`config.mk`:
```
export PLATFORM = sky130hd
export DESIGN_NAME = ncw_queue
export DESIGN_NICKNAME = d
export VERILOG_FILES = /design/src/sv/neighbor_contrast_weights_defines.svh /design/src/sv/ncw_queue.sv
export SDC_FILE = /design/constraint.sdc
export NUM_CORES = 1
export LEC_CHECK = 0
export BUFFER_PORTS_ARGS = -buffer_cell sky130_fd_sc_hd__buf_2
export CORE_MARGIN = 3
export CORE_UTILIZATION = 49
export CTS_BUF_LIST = sky130_fd_sc_hd__clkbuf_8
export CTS_CLUSTER_SIZE = 10
export DETAILED_ROUTE_END_ITERATION = 7
export PLACE_DENSITY = 0.89
export SETUP_SLACK_MARGIN = 0.1
export SYNTH_ARGS = -nofsm -noshare
export SYNTH_HDL_FRONTEND = slang
export SYNTH_SLANG_ARGS = --single-unit
```
`constraint.sdc`:
```
create_clock -name clk -period 2.6 [get_ports clk]
set_input_delay 0.65 -clock clk [delete_from_list [all_inputs] [get_ports clk]]
set_output_delay 0.65 -clock clk [all_outputs]
set_load 0.03 [all_outputs]
```
`src/sv/neighbor_contrast_weights_defines.svh`:
```
// Assertion macros for the neighbor contrast weight block.
// Used by the top level; no other dependencies.
`ifndef NEIGHBOR_CONTRAST_WEIGHTS_DEFINES_SVH
`define NEIGHBOR_CONTRAST_WEIGHTS_DEFINES_SVH
`ifndef SYNTHESIS
// same-cycle implication, clocked on clk, off during reset
`define NCW_ASSERT_IMP(lbl, ante, cons) \
	lbl: assert property (@(posedge clk) disable iff (!arst_n) (ante) |-> (cons)) \
		else $error("ncw assertion failed");
// next-cycle implication
`define NCW_ASSERT_NEXT(lbl, ante, cons) \
	lbl: assert property (@(posedge clk) disable iff (!arst_n) (ante) |=> (cons)) \
		else $error("ncw assertion failed");
`else
`define NCW_ASSERT_IMP(lbl, ante, cons)
`define NCW_ASSERT_NEXT(lbl, ante, cons)
`endif
`endif

```
`src/sv/ncw_queue.sv`:
```
// Short FIFO between front and back ends.
// No dependencies.
module ncw_queue #(
	parameter int W     = 42,
	parameter int DEPTH = 2
) (
	input  logic         clk,
	input  logic         arst_n,
	input  logic         push,
	input  logic [W-1:0] din,
	input  logic         pop,
	output logic [W-1:0] dout,
	output logic         full,
	output logic         empty
);
	localparam int AW = (DEPTH > 1) ? $clog2(DEPTH) : 1;
	localparam int NW = $clog2(DEPTH + 1);

	logic [W-1:0]  mem_q [DEPTH];
	logic [AW-1:0] wr_q, rd_q;
	logic [NW-1:0] cnt_q;

	assign full  = (cnt_q == NW'(DEPTH));
	assign empty = (cnt_q == '0);
	assign dout  = mem_q[rd_q];

	// pointers and fill count
	always_ff @(posedge clk or negedge arst_n) begin
		if (!arst_n) begin
			wr_q  <= '0;
			rd_q  <= '0;
			cnt_q <= '0;
		end else begin
			if (push) wr_q <= (wr_q == AW'(DEPTH - 1)) ? '0 : wr_q + AW'(1);
			if (pop)  rd_q <= (rd_q == AW'(DEPTH - 1)) ? '0 : rd_q + AW'(1);
			if (push && !pop) cnt_q <= cnt_q + NW'(1);
			else if (pop && !push) cnt_q <= cnt_q - NW'(1);
		end
	end

	// storage
	always_ff @(posedge clk) begin
		if (push) mem_q[wr_q] <= din;
	end

endmodule

```
* Yosys cells after proc, flatten, opt, wreduce, memory -nomap -nowiden
Memories as Yosys holds them, arrays and structs flattened.
Index checks and enable logic that the tools add are counted.
** Storage, ports and cells
- Bits of input ports :: 46
- Memories kept :: 1
- Logic and storage cells :: 21
- Bits in latches :: 0
- ROM bits :: 0
- Bits in writable memories :: 84
- Flip-flop bits (word level) :: 4
- Output and inout port bits :: 44
** Memories
- mem_q :: depth 2, width 42, rd ports 1, clocked after Yosys merged registers in 0, write ports 1, line ncw_queue.sv:19 : logic [W-1:0] mem_q [DEPTH];
** Operators by class
- Divide/modulo/power cells :: 0
- $add $sub $neg :: 4
- Order comparisons :: 0
- Mux-type cells :: 6
- Reduce and logical (&&, ||, !) cells :: 6
- $mul :: 0
- Shift operators :: 0
- Bitwise operators :: 0
- Equality and inequality tests :: 1
** Operator list (number)
- 2-to-1 mux 1 bit :: 4
- 2-to-1 mux 2 bit :: 2
- adder 1 bit, second input constant :: 2
- adder 2 x 1 -> 2 bit, second input constant :: 1
- equality test 2 bit, second input constant :: 1
- logical AND 1 bit :: 2
- zero test 1 bit :: 2
- zero test 2 bit :: 1
- nonzero test 2 bit :: 1
- subtractor 2 x 1 -> 2 bit, second input constant :: 1

* Depth between registers and ports, before layout
Gate-level depths: netlist of run 1.
- Depth after elaboration :: 4
- Gate-level depth with buffers :: 5
- Depth with buffers taken out :: 5

* Least setup slack after synthesis of run 1
OpenSTA, ideal clock, no wires.
- Kind :: input -> register
- Start :: input port push
- End :: memory mem_q[0][0] (enable)
- Buffers on the path :: 0
- Path slack :: -0.371 ns
- Setup time :: 0.446 ns
- Arrival :: 2.525 ns
- Required time :: 2.154 ns
- Stages :: 1
- Path through :: nor2b_1
** On the way
- Cells in the longest elaborated chain, start to end :: 2
** Ends and longest elaborated chain
- from (decl) :: line ncw_queue.sv:9 : input logic push,
- 2-to-1 mux 1 bit :: line ncw_queue.sv:43 : if (push) mem_q[wr_q] <= din;
- 2-to-1 mux 1 bit (implied by the code) :: line ncw_queue.sv:43
- to (decl) :: line ncw_queue.sv:19
No other way between the ends.

* Final worst setup path of run 1
- Start :: register rd_q
- End :: output port dout[26]
** On the way
- Cells in the longest elaborated chain, start to end :: 1
** Ends and longest elaborated chain
- from (decl) :: line ncw_queue.sv:20 : logic [AW-1:0] wr_q, rd_q;
- from (signal assigned) :: line ncw_queue.sv:35 : if (pop) rd_q <= (rd_q == AW'(DEPTH - 1)) ? '0 : rd_q + AW'(1);
- memory (2 x 42 bit)
- to (decl) :: line ncw_queue.sv:12 : output logic [W-1:0] dout,
No other way between the ends.

==> flow_summary.toml, run 1 <==
[status]
status = "complete, no violations"

[synth]
synth.largest_area_cell = "edfxtp_1"
synth-seq-cells = 88
post_synth_num_cell_types = 13
syn_nets = 194
synth_compound_area_frac = 0
synthTopCellsByArea = "edfxtp_1, mux2_4, dfrtp_1"
synthXorXnorAreaFrac = 0.01281
synth_top_area_share = 0.7377
synth_cells = 147
avgSynthCellArea_sq_um = 23.26
synth_fa_ha_area_frac = 0.003659
synth-seq-area-share = 0.7669
synth_area_sq_um = 3420
yosysWarnings = 0
synth_top_family_by_area = "multiplexers"
synth.area.mux_share = 0.1811
yosys.area_share.simple = 0.007684

[clock_network]
cts_tree = "built"
clk_pin_slew_ns = 0.08
htreeDepth = 3
cts-root-buf = "clkbuf_8"
cts_hold_buffers = 0
post_cts_resized = 0
post_cts_buffers = 0
numCtsBuffers = 9
clockBufferDepth = 2
cts.sinks = 88
worstSkewPairLatency_ns = 0.34

[global_route]
grt_max_degree = 44
grt_pass1_vias = 1713
grt_pass1_wl_microns = 8024
grt_use_total = 0.1411
globalRouteOverflowTotal = 0
antenna_found_initial = 0

[setup_path]
cp_cell_sequence = "buf_12, mux2_2, buf_2"
r2r_end = "mem_q[1][15]$_DFFE_PP_"
critical_path_required_ns = 1.95
rrSetupSlack_ns = 1.13
r2r-start = "wr_q$_DFFE_PN0P_"
cp-start-kind = "flop"
crit_path_max_fanout = 43
cp.arrival_ns = 1.57
cp-end-kind = "primary output"
critical_path.startpoint = "rd_q$_DFFE_PN0P_"
critical_path_class = "reg2out"
slowest_delay_ns = 0.38
reg2reg_depth = 2
critPathSlowestCell = "dfrtp_2"

[floorplan]
die_area_sq_um = 8017
dieWidth_microns = 89.54
die_h_microns = 89.54
placement_rows = 29
initial_utilization = 0.5207
ios = 90
core_sq_um = 6568

[layout]
diodes = 0
syn_to_final_growth_pct = 21.19
fin_nets = 293
layout-drive-gt1-share = 0.6016

[sta]
max_freq_mhz = 449.4
maxSlewViolCount = 0
finalSetupTns_ns = 0
hold_viol = 0
setup_viol = 0
fin_crit_sh = 0.8558
rsz0062_at_grt = "false"
fin_skew_ns = 0.01088
period_needed_ns = 2.225
tightestPinTransition_ns = 0.4827
max_slew_margin = 0.6782

[hold_path]
hold_path_class = "in2async"

[job]
cap_violations = 0

[detailed_routing]
vias = 1635
routedWlPerCell_microns = 15.11
route.detailed.drc = 0
ant_nets = 0
drt-initial-drc-count = 44
drt_wl_total_microns = 5197
first_pass_iters = 4
viasPerCell = 4.753

[placement]
hpwlAfterDp_microns = 3630
gp_congestion = 0.7129
io_buffers = 89

[power]
ir_worst_vdd_mv = 0.6333
power_density_nw_per_um2 = 1142
finalPower_mw = 4.734
p_leak_nw = 1.692
-- Yosys cell counts --
| cell | n |
|---|---|
| buf_6 | 1 |
| mux2_2 | 3 |
| nor2_1 | 2 |
| ha_1 | 1 |
| xnor2_1 | 1 |
| buf_12 | 4 |
| nor2b_1 | 2 |
| edfxtp_1 | 84 |
| and2_1 | 1 |
| inv_1 | 1 |
| dfrtp_1 | 4 |
| xor2_1 | 4 |
| mux2_4 | 39 |
-- through the flow --
stage	hold slack (ns)	worst slack (ns)	instance area [sq um]	utilization	instances
6_report	0.09715	0.3750	4144	0.6310	344
2_1_floorplan	0.3544	0.4111	3422	-	147
4_1_cts	0.07270	0.3290	4144	0.6310	344
5_1_grt	0.06358	0.2782	4144	0.6310	344
3_3_place_gp	0.4595	0.7418	3955	0.6022	328
3_5_place_dp	0.4603	0.7279	3955	0.6022	328
-- power by group --
part           total, mW  internal, mW  switching (mW)
Combinational       1.89         0.762            1.13
Sequential          1.98          1.89          0.0907
Clock              0.867         0.435           0.432
Total               4.73          3.08            1.65
-- cell usage in the layout, fill, tap and decap left out --
master and instances:
ha_1 1, inv_1 3, nor2_1 2, buf_12 2, buf_4 2, bufinv_16 1
nor2b_1 1, clkinvlp_4 2, clkbuf_8 9, mux2_2 3, mux2_4 39, buf_2 89
nor2b_4 1, xor2_1 4, and2_2 1, edfxtp_1 84, xnor2_1 1, dfrtp_1 3
clkinv_4 1, clkinv_1 1, dfrtp_2 1
-- cell type report --
| cell class | instances | area [sq um] |
|---|---|---|
| Sequential cell | 88 | 2624 |
| Fill cell | 473 | 2424 |
| Multi-Input combinational cell | 53 | 710.7 |
| Timing Repair Buffer | 93 | 500.5 |
| Clock buffer | 9 | 123.9 |
| Tap cell | 93 | 116.4 |
| Clock inverter | 7 | 65.06 |
| Inverter | 1 | 3.754 |
-- metal layers --
layer	GRT usage	up-vias	wire length, microns
li1	-	765	-
met1	0.1560	783	2023
met2	0.2374	78	2633
met3	0.07373	9	488
met4	0.04060	0	51
met5	0	-	0
-- logic make-up (layout without fill, tap and decap cells) --
group                    after synthesis  after routing
AND/OR/NAND/NOR                        5              5
adder cells (fa/ha/maj)                1              1
multiplexers                          42             42
buffers and inverters                  6            110
flip-flops                            88             88
XOR/XNOR                               5              5
-- worst max-delay path: cells and delay by family, from the launching register on --
kind,cells,cell delay [ns]
muxes,1,0.38
buffers and inverters,2,0.46
DFF,1,0.38
-- sequential cells by signal (all words and copies together) (netlist names) --
name   flops
mem_q     84
cnt_q      2
rd_q       1
wr_q       1
-- worst max path at each step --
stage	endpoint
after floorplan	mem_q[0][0]$_DFFE_PP_
after global placement	dout[26]
after detailed placement	dout[26]
after CTS	dout[26]
after global routing	dout[26]
final	dout[26]
No activity file was read; power rests on OpenSTA's default activity.
==> inputs of run 2 (changes only) <==
CORE_MARGIN = default   (was 3)
==> flow_summary.toml, run 2 (synthesized netlist as in run 1, its figures left out) <==
[status]
status = "complete, no violations"

[setup_path]
cp-end-kind = "primary output"
crit_path_max_fanout = 17
crit_family = "flip-flops"
r2r_end = "mem_q[0][23]$_DFFE_PP_"
rrSetupSlack_ns = 1.22
cp.arrival_ns = 1.72
worst-path-buf-inv = 2
slowest_delay_ns = 0.63
cp_cell_sequence = "buf_4, mux2_4, buf_2"
r2r-start = "wr_q$_DFFE_PN0P_"
critical_path_class = "reg2out"
critPathSlowestCell = "dfrtp_4"
reg2reg_depth = 2
critical_path_required_ns = 1.95
cp-start-kind = "flop"

[power]
pwr-share-clk = 0.189
finalPower_mw = 4.810
comb_power_share = 0.386
internal_power_mw = 3.114
p_leak_nw = 1.698
p_sw_mw = 1.696
ir_worst_vdd_mv = 0.5477
pwr-share-seq = 0.424
power_density_nw_per_um2 = 1157
p_sw_frac = 0.3526

[detailed_routing]
route.detailed.drc = 0
ant_nets = 0
vias = 1641
drt_wl_total_microns = 5382
routedWlPerCell_microns = 16.21
viasPerCell = 4.943
first_pass_iters = 4
drt-initial-drc-count = 91

[floorplan]
placement_rows = 30
dieWidth_microns = 85.54
initial_utilization = 0.5061
die_area_sq_um = 7317
die_h_microns = 85.54
core_sq_um = 6756
ios = 90

[global_route]
antenna_found_initial = 0
grt_use_total = 0.1547
grt_pass1_wl_microns = 8100
globalRouteOverflowTotal = 0
grt_pass1_vias = 1685
grt_max_degree = 32

[layout]
top_register = "mem_q"
diodes = 0
layout-drive-gt1-share = 0.6111
layout.cells.most_common = "buf_2"
fill_cells = 499
top_regs = "mem_q: 84 flops, cnt_q: 2 flops"
syn_to_final_growth_pct = 21.55
layout_common_cells = "buf_2, edfxtp_1, mux2_4, clkbuf_8, xor2_1"
fin_nets = 294
largest_reg_flops = 84

[job]
cap_violations = 0

[placement]
io_buffers = 89
place_ws_ns = 0.4720
gp_congestion = 0.7094
hpwlAfterDp_microns = 3667

[hold_path]
hold_path_class = "in2async"

[sta]
maxSlewViolCount = 0
fin_crit_sh = 0.9097
max_slew_margin = 0.7245
fin_skew_ns = 0.004478
finalWorstSetupSlack_ns = 0.2349
max_freq_mhz = 422.8
tightestPinTransition_ns = 0.4124
finalSetupTns_ns = 0
setup_viol = 0
period_needed_ns = 2.365
rsz0062_at_grt = "false"
hold_viol = 0

[clock_network]
cts-root-buf = "clkbuf_8"
cts_tree = "built"
numCtsBuffers = 9
htreeDepth = 3
worstSkewPairLatency_ns = 0.35
post_cts_buffers = 0
clockBufferDepth = 2
cts.sinks = 88
clk_pin_slew_ns = 0.08
[run 2: changes by cell type in the layout (fill, tap and decap cells not counted)]
cell,change
inv_6,+1
inv_1,-2
dfrtp_2,-1
dfrtp_4,+1
buf_12,+1
clkinv_2,+1
[run 2: worst max-delay path by stage]
stage | depth (start not counted) | from | endpoint
finish | 3 | rd_q$_DFFE_PN0P_ | dout[17]
global route | 3 | rd_q$_DFFE_PN0P_ | dout[17]
CTS | 3 | rd_q$_DFFE_PN0P_ | dout[17]
detailed placement | 3 | rd_q$_DFFE_PN0P_ | dout[17]
global placement | 3 | rd_q$_DFFE_PN0P_ | dout[20]
floorplan | 1 | push | mem_q[0][0]$_DFFE_PP_
[run 2: timing repair]
| action | CTS | global route |
|---|---|---|
| endpoints found under the setup margin | 7 | 0 |
| gates resized for setup | 1 | 0 |
| hold buffers | 0 | 0 |
[run 2: power groups by stage]
stage / Sequential, mW / Combinational, mW / Clock, mW
6_report: 2.04 / 1.86 / 0.911
5_1_grt: 2.07 / 1.95 / 0.992
4_1_cts: 2.05 / 1.88 / 0.932
3_5_place_dp: 2.08 / 1.87 / 0
3_3_place_gp: 2.06 / 1.85 / 0
2_1_floorplan: 1.99 / 1.59 / 0
[run 2: metrics by stage]
| stage | hold WS, ns | util | instance area [sq um] | std cells |
|---|---|---|---|---|
| finish | 0.09258 | 0.6152 | 4156 | 332 |
| global route | 0.08134 | 0.6152 | 4156 | 332 |
| detailed placement | 0.4660 | 0.5859 | 3959 | 316 |
| global placement | 0.4614 | 0.5859 | 3959 | 316 |
| floorplan | 0.3544 | - | 3422 | 147 |
| CTS | 0.07878 | 0.6152 | 4156 | 332 |
[run 2: layout make-up]
| type | count | area [sq um] | share of cell area |
|---|---|---|---|
| Clock inverter | 7 | 71.32 | 0.01716 |
| Clock buffer | 9 | 123.9 | 0.02980 |
| Multi-Input combinational cell | 53 | 710.7 | 0.1710 |
| Timing Repair Buffer | 94 | 520.5 | 0.1252 |
| Tap cell | 80 | 100.1 | 0.02408 |
| Sequential cell | 88 | 2626 | 0.6318 |
| Inverter | 1 | 3.754 | 0.0009031 |
[run 2: per-layer routing]
| layer | vias to the layer above | share of wire | track usage |
|---|---|---|---|
| met1 | 793 | 0.41 | 0.1785 |
| met3 | 9 | 0.055 | 0.03561 |
| li1 | 772 | - | - |
| met2 | 67 | 0.51 | 0.2633 |
| met4 | 0 | 0.020 | 0.09545 |
| met5 | - | 0 | 0 |
