File: src/sv/neighbor_contrast_weights_defines.svh
// Assertion macros for the neighbor contrast weight block.
// Used by the top level; no other dependencies.
`ifndef NEIGHBOR_CONTRAST_WEIGHTS_DEFINES_SVH
`define NEIGHBOR_CONTRAST_WEIGHTS_DEFINES_SVH
`ifndef SYNTHESIS
// same-cycle implication, clocked on clk, off during reset
`define NCW_ASSERT_IMP(lbl, ante, cons) \
	lbl: assert property (@(posedge clk) disable iff (!arst_n) (ante) |-> (cons)) \
		else $error("ncw assertion failed");
// next-cycle implication
`define NCW_ASSERT_NEXT(lbl, ante, cons) \
	lbl: assert property (@(posedge clk) disable iff (!arst_n) (ante) |=> (cons)) \
		else $error("ncw assertion failed");
`else
`define NCW_ASSERT_IMP(lbl, ante, cons)
`define NCW_ASSERT_NEXT(lbl, ante, cons)
`endif
`endif

File: src/sv/ncw_pkg.sv
// Shared types, register codes and helpers for the neighbor contrast weights block.
// No dependencies.
package ncw_pkg;

	// input word: one RGB pixel
	typedef struct packed {
		logic [7:0] pixel_red;
		logic [7:0] pixel_green;
		logic [7:0] pixel_blue;
	} pixel_t;

	// output word: one result per pixel
	typedef struct packed {
		logic [15:0] weight_left;
		logic [15:0] weight_upleft;
		logic [15:0] weight_up;
		logic [15:0] weight_upright;
		logic        has_left;
		logic        has_upleft;
		logic        has_up;
		logic        has_upright;
		logic [47:0] contrast_sum;
		logic        frame_end;
	} result_t;

	// classified pixel handed from front to back
	typedef struct packed {
		pixel_t     pix;
		logic [3:0] has;
		logic       first;
		logic       frame_end;
	} item_t;

	// settings the back end needs
	typedef struct packed {
		logic        mode;
		logic [31:0] beta;
		logic [15:0] gamma;
	} wcfg_t;

	// neighbor slots
	localparam logic [1:0] NB_LEFT    = 2'd0;
	localparam logic [1:0] NB_UPLEFT  = 2'd1;
	localparam logic [1:0] NB_UP      = 2'd2;
	localparam logic [1:0] NB_UPRIGHT = 2'd3;

	// register indexes
	localparam logic [2:0] REG_MODE   = 3'd0;
	localparam logic [2:0] REG_WIDTH  = 3'd1;
	localparam logic [2:0] REG_HEIGHT = 3'd2;
	localparam logic [2:0] REG_BETA   = 3'd3;
	localparam logic [2:0] REG_GAMMA  = 3'd4;

	// reset values
	localparam logic [11:0] WIDTH_RST  = 12'd640;
	localparam logic [11:0] HEIGHT_RST = 12'd480;
	localparam logic [15:0] GAMMA_RST  = 16'd12800;

	localparam int SUM_W = 48;

	// exact squared color distance, at most 195075
	function automatic logic [17:0] dist2(input pixel_t a, input pixel_t b);
		logic [7:0] dr, dg, db;
		logic [15:0] sr, sg, sb;
		dr = (a.pixel_red > b.pixel_red) ? a.pixel_red - b.pixel_red
			: b.pixel_red - a.pixel_red;
		dg = (a.pixel_green > b.pixel_green) ? a.pixel_green - b.pixel_green
			: b.pixel_green - a.pixel_green;
		db = (a.pixel_blue > b.pixel_blue) ? a.pixel_blue - b.pixel_blue
			: b.pixel_blue - a.pixel_blue;
		sr = dr * dr;
		sg = dg * dg;
		sb = db * db;
		return 18'(sr) + 18'(sg) + 18'(sb);
	endfunction

endpackage

File: src/sv/ncw_front.sv
// Front end: accepts pixels, tracks column and row, flags existing neighbors.
// Depends on ncw_pkg.
module ncw_front #(
	parameter int MAX_WIDTH  = 2048,
	parameter int MAX_HEIGHT = 2048
) (
	input  logic                         clk,
	input  logic                         arst_n,
	input  logic                         pixel_valid,
	output logic                         pixel_stall,
	input  ncw_pkg::pixel_t              pixel,
	input  logic [11:0]                  frame_width,
	input  logic [11:0]                  frame_height,
	input  logic                         q_full,
	output logic                         push,
	output ncw_pkg::item_t               push_item,
	output logic [$clog2(MAX_WIDTH)-1:0] push_col
);
	import ncw_pkg::*;

	localparam int CW = $clog2(MAX_WIDTH);
	localparam int RW = $clog2(MAX_HEIGHT);
	localparam int WW = $clog2(MAX_WIDTH + 1);
	localparam int HW = $clog2(MAX_HEIGHT + 1);
	localparam int EW = (WW > 12) ? WW : 12;
	localparam int EH = (HW > 12) ? HW : 12;

	logic [CW-1:0] col_q;
	logic [RW-1:0] row_q;
	logic [EW-1:0] w_e, col_next;
	logic [EH-1:0] h_e, row_next;
	logic          last_col, last_row;

	// clamp frame size to 1..max
	always_comb begin
		if (frame_width == 12'd0) w_e = EW'(1);
		else if (EW'(frame_width) > EW'(MAX_WIDTH)) w_e = EW'(MAX_WIDTH);
		else w_e = EW'(frame_width);
		if (frame_height == 12'd0) h_e = EH'(1);
		else if (EH'(frame_height) > EH'(MAX_HEIGHT)) h_e = EH'(MAX_HEIGHT);
		else h_e = EH'(frame_height);
	end

	assign col_next = EW'(col_q) + EW'(1);
	assign row_next = EH'(row_q) + EH'(1);
	assign last_col = (col_next >= w_e);
	assign last_row = (row_next >= h_e);

	assign pixel_stall = q_full;
	assign push        = pixel_valid && !q_full;

	// classify the pixel
	always_comb begin
		push_item.pix              = pixel;
		push_item.has[NB_LEFT]     = (col_q != '0);
		push_item.has[NB_UPLEFT]   = (col_q != '0) && (row_q != '0);
		push_item.has[NB_UP]       = (row_q != '0);
		push_item.has[NB_UPRIGHT]  = (row_q != '0) && !last_col;
		push_item.first            = (col_q == '0) && (row_q == '0);
		push_item.frame_end        = last_col && last_row;
		push_col                   = col_q;
	end

	// raster position
	always_ff @(posedge clk or negedge arst_n) begin
		if (!arst_n) begin
			col_q <= '0;
			row_q <= '0;
		end else if (push) begin
			if (last_col) begin
				col_q <= '0;
				row_q <= last_row ? '0 : row_next[RW-1:0];
			end else begin
				col_q <= col_next[CW-1:0];
			end
		end
	end

endmodule

File: config.mk
export PLATFORM = sky130hd
export DESIGN_NAME = ncw_front
export DESIGN_NICKNAME = d
export VERILOG_FILES = /design/src/sv/neighbor_contrast_weights_defines.svh /design/src/sv/ncw_pkg.sv /design/src/sv/ncw_front.sv
export SDC_FILE = /design/constraint.sdc
export NUM_CORES = 1
export LEC_CHECK = 0
export BUFFER_PORTS_ARGS = -buffer_cell sky130_fd_sc_hd__clkbuf_2
export CAP_MARGIN = 40
export CORE_MARGIN = 2
export CORE_UTILIZATION = 30
export CTS_CLUSTER_DIAMETER = 40
export DETAILED_ROUTE_END_ITERATION = 12
export MAX_ROUTING_LAYER = met4
export PLACE_DENSITY_LB_ADDON = 0.08
export SYNTH_ARGS = -nofsm -noshare
export SYNTH_HDL_FRONTEND = slang
export SYNTH_SLANG_ARGS = --single-unit
File: constraint.sdc
create_clock -name clk -period 2.8 [get_ports clk]
set_input_delay 0.42 -clock clk [delete_from_list [all_inputs] [get_ports clk]]
set_output_delay 0.42 -clock clk [all_outputs]
set_load 0.05 [all_outputs]
==> After elaboration in Yosys (flattened, before gate mapping) <==
Index checks and enable logic that the tools add are counted.
{ "classes": {"addsub": 2, "order_cmp": 4, "muxes": 6, "reduce_logical": 14} }
{ "ops": {"columns": ["cell", "count"], "rows": [
  ["12-bit two-way mux", 4],
  ["11-bit by 1-bit adder with 12-bit output, second input constant", 2],
  ["12-bit >= comparator", 2],
  ["12-bit greater-than comparator, second input constant", 2],
  ["12-bit logical NOT", 2],
  ["11-bit logical NOT", 2],
  ["11-bit two-way mux", 2],
  ["11-bit nonzero test", 2],
  ["1-bit logical AND", 5],
  ["1-bit logical NOT", 2],
  ["2-bit AND reduction", 1]
]} }
{ "word_totals": {"register_bits": 22, "in_bits": 52, "out_inout_bits": 43, "elab_cells": 28} }

==> Logic depth before layout (Yosys ltp) <==
Gate-level depths: netlist of the first run.
{ "logic_depth": {"depth_word": 6, "ltp_mapped": 15, "mapped_depth_nobuf": 13} }

==> Worst setup path after synthesis of the first run <==
No wires, ideal clock.
{ "synth_path": {"kind": "register -> output", "start": "register col_q[3], in the netlist push_col[3]", "end": "output push_item[0] in the netlist's numbering", "arrival_time_ns": 3.362, "required_ns": 2.380, "setup_slack_ns": -0.982, "stages_incl_launch_ff": 14, "path_buffers": 2, "cell_sequence": "dfrtp_1 -> clkbuf_2 -> and3_1 -> and3_1 -> nand3_1 -> nor2_1 -> xnor2_1 -> inv_1 -> ha_1 -> nand4_1 -> or3_1 -> o21ai_1 -> buf_4 -> and2_1"} }
{ "synth_lines": {"columns": ["element", "line_no", "rtl"], "rows": [
  ["from (decl)", "ncw_front.sv:28", "logic [CW-1:0] col_q;"],
  ["from (signal assigned)", "ncw_front.sv:74", "col_q <= col_next[CW-1:0];"],
  ["to (decl)", "ncw_front.sv:16", "output ncw_pkg::item_t push_item,"]
]} }

==> impl_metrics.yaml, run 1 <==
clock_network:
  clk_latency_ps: 260
  cts.sinks: 22
  cts_buffer_depth: 2
  cts_buffers: 3
  htreeDepth: 1
  ctsRootBufferMaster: "clkbuf_8"
  cts_tree: "yes"
  cts.clk_slew.worst_paths_ps: 80
placement:
  port_buffers: 46
  dp_hpwl_um: 4950
  globalplace.congestion: 0.787
  pre_cts_ws_ps: -264
finish:
  antenna_cells: 0
  final_nets: 462
  drive_above_1_share: 0.444
  area_growth_pct: 44.7
  post-route-util: 0.447
  n_fill_cell: 775
routing:
  via_count: 2201
  drt-pass1-iter-count: 4
  totalWireLength_um: 6100
  drc: 0
  via_per_inst: 4.59
  drt.antenna.violating_nets: 0
  drt_iter0_markers: 83
  post_drt_wl_per_cell_um: 12.7
synth:
  syn_area_um2: 2240
  synth_flop_cell: "dfrtp_1"
  synth-seq-cells: 22
  async_flop_share: 1.00
  synth.avg_cell_area_um2: 7.80
  synth_edf_count: 0
  synth_warnings: 0
  synth_cell_types: 40
  ys_seq_area_frac: 0.246
  netlist_instances: 287
  syn_nets: 367
floorplan:
  die_width_um: 90.4
  die_area_um2: 8170
  fp-row-count: 31
  die_h_um: 90.4
  floorplan.initialDensity: 0.309
  coreArea_um2: 7250
  io_pins: 95
worst_setup_path:
  cp.required_ps: 2380
  reg2reg_slack_ps: -140
  rr_endpoint: "row_q[7]"
  cp-end-kind: "output pin"
  reg2regPathDepth: 13
  cp_slowest_cell: "or3_4"
  cp.arrival_ps: 2750
  cp_common_cell: "and3_4"
  slowest_delay_ps: 380
  cp_max_fo: 4
  critPathKind: "reg2out"
  path_buf_inv: 2
  crit_path_cell_trace: "and3_4, and3_4, nand3_4, nor2_4, xnor2_2, inv_2, ha_4, nand4_1, or3_4, o21ai_4, and2b_4, buf_8"
  reg2reg_from: "push_col[4]"
  start_kind: "register"
  path_delay_family: "simple AND/OR/NAND/NOR gates"
global_routing:
  grt_overflow: 0
  antenna_found_initial: 0
  grt_pass1_wl_um: 10600
  grt_pass1_vias: 2232
  grt_max_degree: 23
  grt_usage: 0.160
timing:
  clock_skew_ps: 5.72
  setup_viol: 9
  fmax_mhz: 316
  report.final.hold_viol_count: 0
  fin_crit_ps: 3170
  period_share: 1.13
  rsz0062_at_grt: "yes"
  slew_viol_final: 0
  worst_slack_ps: -367
  worst_slew_margin_rel: 0.624
  worstMarginPinSlew_ps: 563
power_and_ir_drop:
  pwr-share-seq: 0.259
  leakage_nw: 1.67
  comb_power_share: 0.615
  power_density_nw_per_um2: 501
  clkPwrFrac: 0.126
  internal_power_mw: 0.937
  swShare: 0.424
  power.switching_mw: 0.689
  peakVddDrop_mv: 0.273
status:
  status: "complete, but fails checks"
  violations: "negative setup slack"
job:
  cap_viol_max_count: 0
hold_path:
  hold_path.class: "in2async"
repair_timing:
item,in CTS,in global routing
cloned,1,0
gates resized for setup,18,26
endpoints found under the hold margin,0,0
hold buffers,0,0
endpoints found under the setup margin,12,17
pin swaps,4,5
buffers inserted,6,7
flip-flops by register name, indices dropped and copies added (netlist names):
register  cells
row_q        11
push_col     11
worst max path at each step:
| stage | from | to | slack [ps] | cells after the start |
|---|---|---|---|---|
| final | push_col[4] | push_item[5] | -370 | 12 |
| after global placement | push_col[5] | push_item[5] | -240 | 14 |
| after global routing | row_q[1] | push_item[0] | -510 | 12 |
| after detailed placement | frame_height[7] | push_item[0] | -260 | 11 |
| after floorplan | push_col[3] | push_item[0] | -400 | 13 |
| after CTS | push_col[4] | push_item[5] | -430 | 12 |
cell usage after synthesis, types with 2 or more instances:
| library cell | number | area, um2 |
|---|---|---|
| dfrtp_1 | 22 | 551 |
| nor3_1 | 3 | 15.0 |
| o21a_1 | 2 | 15.0 |
| and2_1 | 2 | 12.5 |
| or2_2 | 2 | 12.5 |
| clkbuf_1 | 7 | 26.3 |
| nand2_1 | 51 | 191 |
| nand2b_1 | 2 | 12.5 |
| ha_1 | 28 | 350 |
| a21oi_1 | 11 | 55.1 |
| xnor2_1 | 12 | 105 |
| o21bai_1 | 4 | 30.0 |
| nor2_1 | 16 | 60.1 |
| nand3_1 | 16 | 80.1 |
| inv_1 | 12 | 45.0 |
| and3_1 | 6 | 37.5 |
| mux2_2 | 2 | 22.5 |
| nand4b_1 | 2 | 17.5 |
| o21ai_0 | 15 | 75.1 |
| nor2b_1 | 3 | 18.8 |
| or3_1 | 2 | 12.5 |
| o31ai_1 | 2 | 15.0 |
| a31oi_1 | 2 | 12.5 |
| nor4_1 | 8 | 50.1 |
| nand4_1 | 3 | 18.8 |
| buf_4 | 26 | 195 |
| xor2_1 | 5 | 43.8 |
| o21ai_1 | 2 | 10.0 |
| clkbuf_2 | 2 | 10.0 |
| a22o_1 | 7 | 61.3 |
cells by family (layout without fill, tap and decap cells):
family / after synthesis / count (layout) / share of synthesized area
XOR/XNOR: 17 / 17 / 0.0665
flip-flops: 22 / 22 / 0.246
AO/OA/AOI/OAI: 52 / 52 / 0.146
buffers and inverters: 49 / 143 / 0.131
adder cells (fa/ha/maj): 28 / 28 / 0.156
AND/OR/NAND/NOR: 117 / 117 / 0.244
multiplexers: 2 / 2 / 0.0101
metal layers:
layer	GRT usage	vias up	wire length (um)
met2	0.228	38	2550
met1	0.242	1000	3340
li1	-	1159	-
met3	0.0267	4	192
met5	-	-	0
met4	0.0192	0	19
layout make-up:
cell class | count | area, um2 | share of cell area
inverters | 12 | 45.0 | 0.0139
clock buffers | 4 | 45.0 | 0.0139
multi-input cells | 216 | 1570 | 0.484
flip-flops and latches | 22 | 556 | 0.171
repair buffers | 127 | 903 | 0.279
well taps | 99 | 124 | 0.0382
power groups by stage:
stage | Sequential (mW) | Clock [mW] | Combinational (mW)
4_1_cts | 0.420 | 0.215 | 0.953
3_5_place_dp | 0.424 | 0 | 0.902
3_3_place_gp | 0.424 | 0 | 0.904
2_1_floorplan | 0.504 | 0 | 0.561
5_1_grt | 0.433 | 0.227 | 1.11
6_report | 0.422 | 0.205 | 1.00
per-stage QoR:
| step | area, um2 | total power [mW] | hold slack (ps) | setup TNS (ps) | instances |
|---|---|---|---|---|---|
| global route | 3240 | 1.77 | 175 | -3540 | 480 |
| detailed placement | 2910 | 1.33 | 452 | -1710 | 464 |
| global placement | 2910 | 1.33 | 449 | -1420 | 464 |
| CTS | 3100 | 1.59 | 160 | -1380 | 475 |
| floorplan | 2300 | 1.07 | 124 | -2270 | 287 |
| finish | 3240 | 1.63 | 136 | -1380 | 480 |
cell usage in the layout, fill, tap and decap left out, types with 5 or more instances in the layout:
| cell type | netlist | routed |
|---|---|---|
| dfrtp_1 | 22 | 18 |
| buf_4 | 26 | 74 |
| nor4_1 | 8 | 8 |
| nand3_1 | 16 | 15 |
| nand2_1 | 51 | 47 |
| a22o_1 | 7 | 7 |
| o21ai_0 | 15 | 8 |
| ha_1 | 28 | 27 |
| nor2_1 | 16 | 11 |
| o21ai_1 | 2 | 5 |
| inv_1 | 12 | 11 |
| a21oi_1 | 11 | 10 |
| buf_6 | 1 | 6 |
| clkbuf_2 | 2 | 44 |
| xnor2_1 | 12 | 8 |
(Power assumes the default switching activity.)
==> run 2, diff against run 1 <==
--- a/config.mk
+++ b/config.mk
@@ -5,6 +5,7 @@
 export SDC_FILE = /design/constraint.sdc
 export NUM_CORES = 1
 export LEC_CHECK = 0
+export ABC_AREA = 1
 export BUFFER_PORTS_ARGS = -buffer_cell sky130_fd_sc_hd__clkbuf_2
 export CAP_MARGIN = 40
 export CORE_MARGIN = 2
==> impl_metrics.yaml, run 2 <==
floorplan:
  die_h_um: 95.2
  io_pins: 95
  floorplan.initialDensity: 0.307
  fp-row-count: 33
  die_width_um: 95.2
  die_area_um2: 9070
  coreArea_um2: 8130
status:
  status: "complete, but fails checks"
  violations: "negative setup slack"
clock_network:
  cts.clk_slew.worst_paths_ps: 90
  postCtsHoldBufs: 0
  cts.sinks: 22
  cts_buffer_depth: 2
  htreeDepth: 1
  ctsRootBufferMaster: "clkbuf_8"
  cts_tree: "yes"
  clk_latency_ps: 260
  cts_buffers: 3
timing:
  clock_skew_ps: 2.27
  worstMarginPinSlew_ps: 593
  worst_slack_ps: -104
  rsz0062_at_grt: "yes"
  fin_crit_ps: 2900
  slew_viol_final: 0
  report.final.hold_viol_count: 0
  period_share: 1.04
  fin_tns_setup_ps: -149
  fmax_mhz: 344
  worst_slew_margin_rel: 0.605
  setup_viol: 2
finish:
  final_cell_mix: "nand2_1 (144), inv_1 (49), clkbuf_2 (44)"
  n_fill_cell: 871
  drive_above_1_share: 0.350
  final_nets: 538
  multi_input_area_um2: 1760
  stdcell_count: 562
  final_common_cell: "nand2_1"
  seqCellArea_um2: 563
  area_growth_pct: 32.6
  antenna_cells: 0
worst_setup_path:
  cp_common_cell: "nand2_4"
  cp_slowest_cell: "dfrtp_2"
  cp_max_fo: 3
  rr_endpoint: "row_q[6]"
  reg2reg_from: "push_col[0]"
  cp-end-kind: "output pin"
  reg2regPathDepth: 16
  reg2reg_slack_ps: 320
  cp.required_ps: 2380
  critPathKind: "reg2out"
  start_kind: "register"
  cp.arrival_ps: 2480
  slowest_delay_ps: 420
  crit_path_cell_trace: "ha_4, nand2_4, nor2_4, nand4_1, xor2_2, ha_1, nand2_4, nor2_4, nand2_1, nand3_2, nor2_4, nand2_4, nand2_4, clkinvlp_4, clkbuf_16"
routing:
  drt.antenna.violating_nets: 0
  drt_iter0_markers: 71
  via_per_inst: 4.39
  drc: 0
  drt-pass1-iter-count: 5
  via_count: 2469
  totalWireLength_um: 6520
  post_drt_wl_per_cell_um: 11.6
global_routing:
  grt_overflow: 0
  grt_pass1_vias: 2281
  grt_usage: 0.156
  grt_max_degree: 23
  grt_pass1_wl_um: 10800
  antenna_found_initial: 0
placement:
  dp_hpwl_um: 5180
  dpl.cell_count: 548
  globalplace.congestion: 0.874
  port_buffers: 46
synth:
  synth_edf_count: 0
  yosysTopAreaCellShare: 0.231
  synth.most_common_cell: "nand2_1"
  async_flop_share: 1.00
  synth-seq-cells: 22
  netlist_instances: 398
  synth_flop_cell: "dfrtp_1"
  synth_cell_types: 25
  synth_warnings: 0
  post_synth_most_frequent_cells: "nand2_1 (154), inv_1 (52), nor2_1 (45)"
  syn_nets: 478
  synth_area_leader_cell: "nand2_1"
  synth.avg_cell_area_um2: 6.27
  syn_area_um2: 2500
  synthTopCellsByArea: "nand2_1 (23%), dfrtp_1 (22%), ha_1 (14%)"
  ys_seq_area_frac: 0.220
job:
  cap_viol_max_count: 0
power_and_ir_drop:
  power_density_nw_per_um2: 516
  total_power_mw: 1.71
  peakVddDrop_mv: 0.326
  leakage_nw: 1.85
hold_path:
  hold_path.class: "in2async"
-- run 2: cell types whose count changed after synthesis, moves of 7 or more --
| cell | delta |
|---|---|
| nor2_1 | +29 |
| a22o_1 | -7 |
| o21ai_0 | -12 |
| nor4_1 | -8 |
| nand2_1 | +103 |
| xnor2_1 | -12 |
| inv_1 | +40 |
-- run 2: area by class of cell --
| class | count | share of cell area |
|---|---|---|
| tap | 105 | 0.0397 |
| inverter | 56 | 0.0646 |
| multi-input combinational | 289 | 0.530 |
| clock buffer | 4 | 0.0136 |
| timing repair buffer | 86 | 0.182 |
| sequential | 22 | 0.170 |
-- run 2: worst max-delay path by stage --
| stage | depth (start not counted) | to | slack (ps) | startpoint |
|---|---|---|---|---|
| global route | 15 | push_item[0] | -250 | push_col[0] |
| floorplan | 14 | push_item[0] | 4 | push_col[5] |
| finish | 15 | push_item[0] | -100 | push_col[0] |
| detailed placement | 17 | push_item[0] | -70 | push_col[1] |
| CTS | 15 | push_item[0] | -190 | push_col[1] |
| global placement | 17 | push_item[0] | -100 | push_col[1] |
-- run 2: critical path, delay by kind of cell (launching register included) --
kind | cells | cell delay (ps)
adders and majority gates | 2 | 500
buffers and inverters | 2 | 250
and+or+nand+nor | 10 | 850
xor gates and xnor gates | 1 | 190
DFF | 1 | 420
-- run 2: timing repair --
| item | 4_1_cts | 5_1_grt |
|---|---|---|
| setup endpoints to repair | 2 | 2 |
| pin swaps | 18 | 23 |
| hold endpoints to repair | 0 | 0 |
| setup buffers | 4 | 7 |
| gates resized for setup | 20 | 38 |
-- run 2: logic make-up after synthesis --
kind of cell | count (synthesis) | synth area share
XOR/XNOR | 10 | 0.0351
AND/OR/NAND/NOR | 238 | 0.396
AO/OA/AOI/OAI | 13 | 0.0291
flip-flops | 22 | 0.220
buffers and inverters | 87 | 0.179
adder cells (fa/ha/maj) | 28 | 0.140
-- run 2: power by group --
| group | internal, mW | switching, mW |
|---|---|---|
| clock | 0.102 | 0.113 |
| sequential | 0.363 | 0.0597 |
| combinational | 0.392 | 0.678 |
| total | 0.857 | 0.850 |
-- run 2: layer usage --
metal,routed length [um],track usage,up-vias
met4,36,0.0302,0
met5,0,-,-
li1,-,-,1306
met3,243,0.0190,6
met2,2830,0.218,53
met1,3410,0.238,1104
-- run 2: through the flow --
step	worst slack (ps)	cell area, um2	hold slack (ps)	utilization
floorplan	3.98	2530	124	-
global placement	-95.3	2910	466	0.357
detailed placement	-66.0	2910	461	0.357
CTS	-187	3080	171	0.379
global route	-245	3310	183	0.407
finish	-104	3310	141	0.407
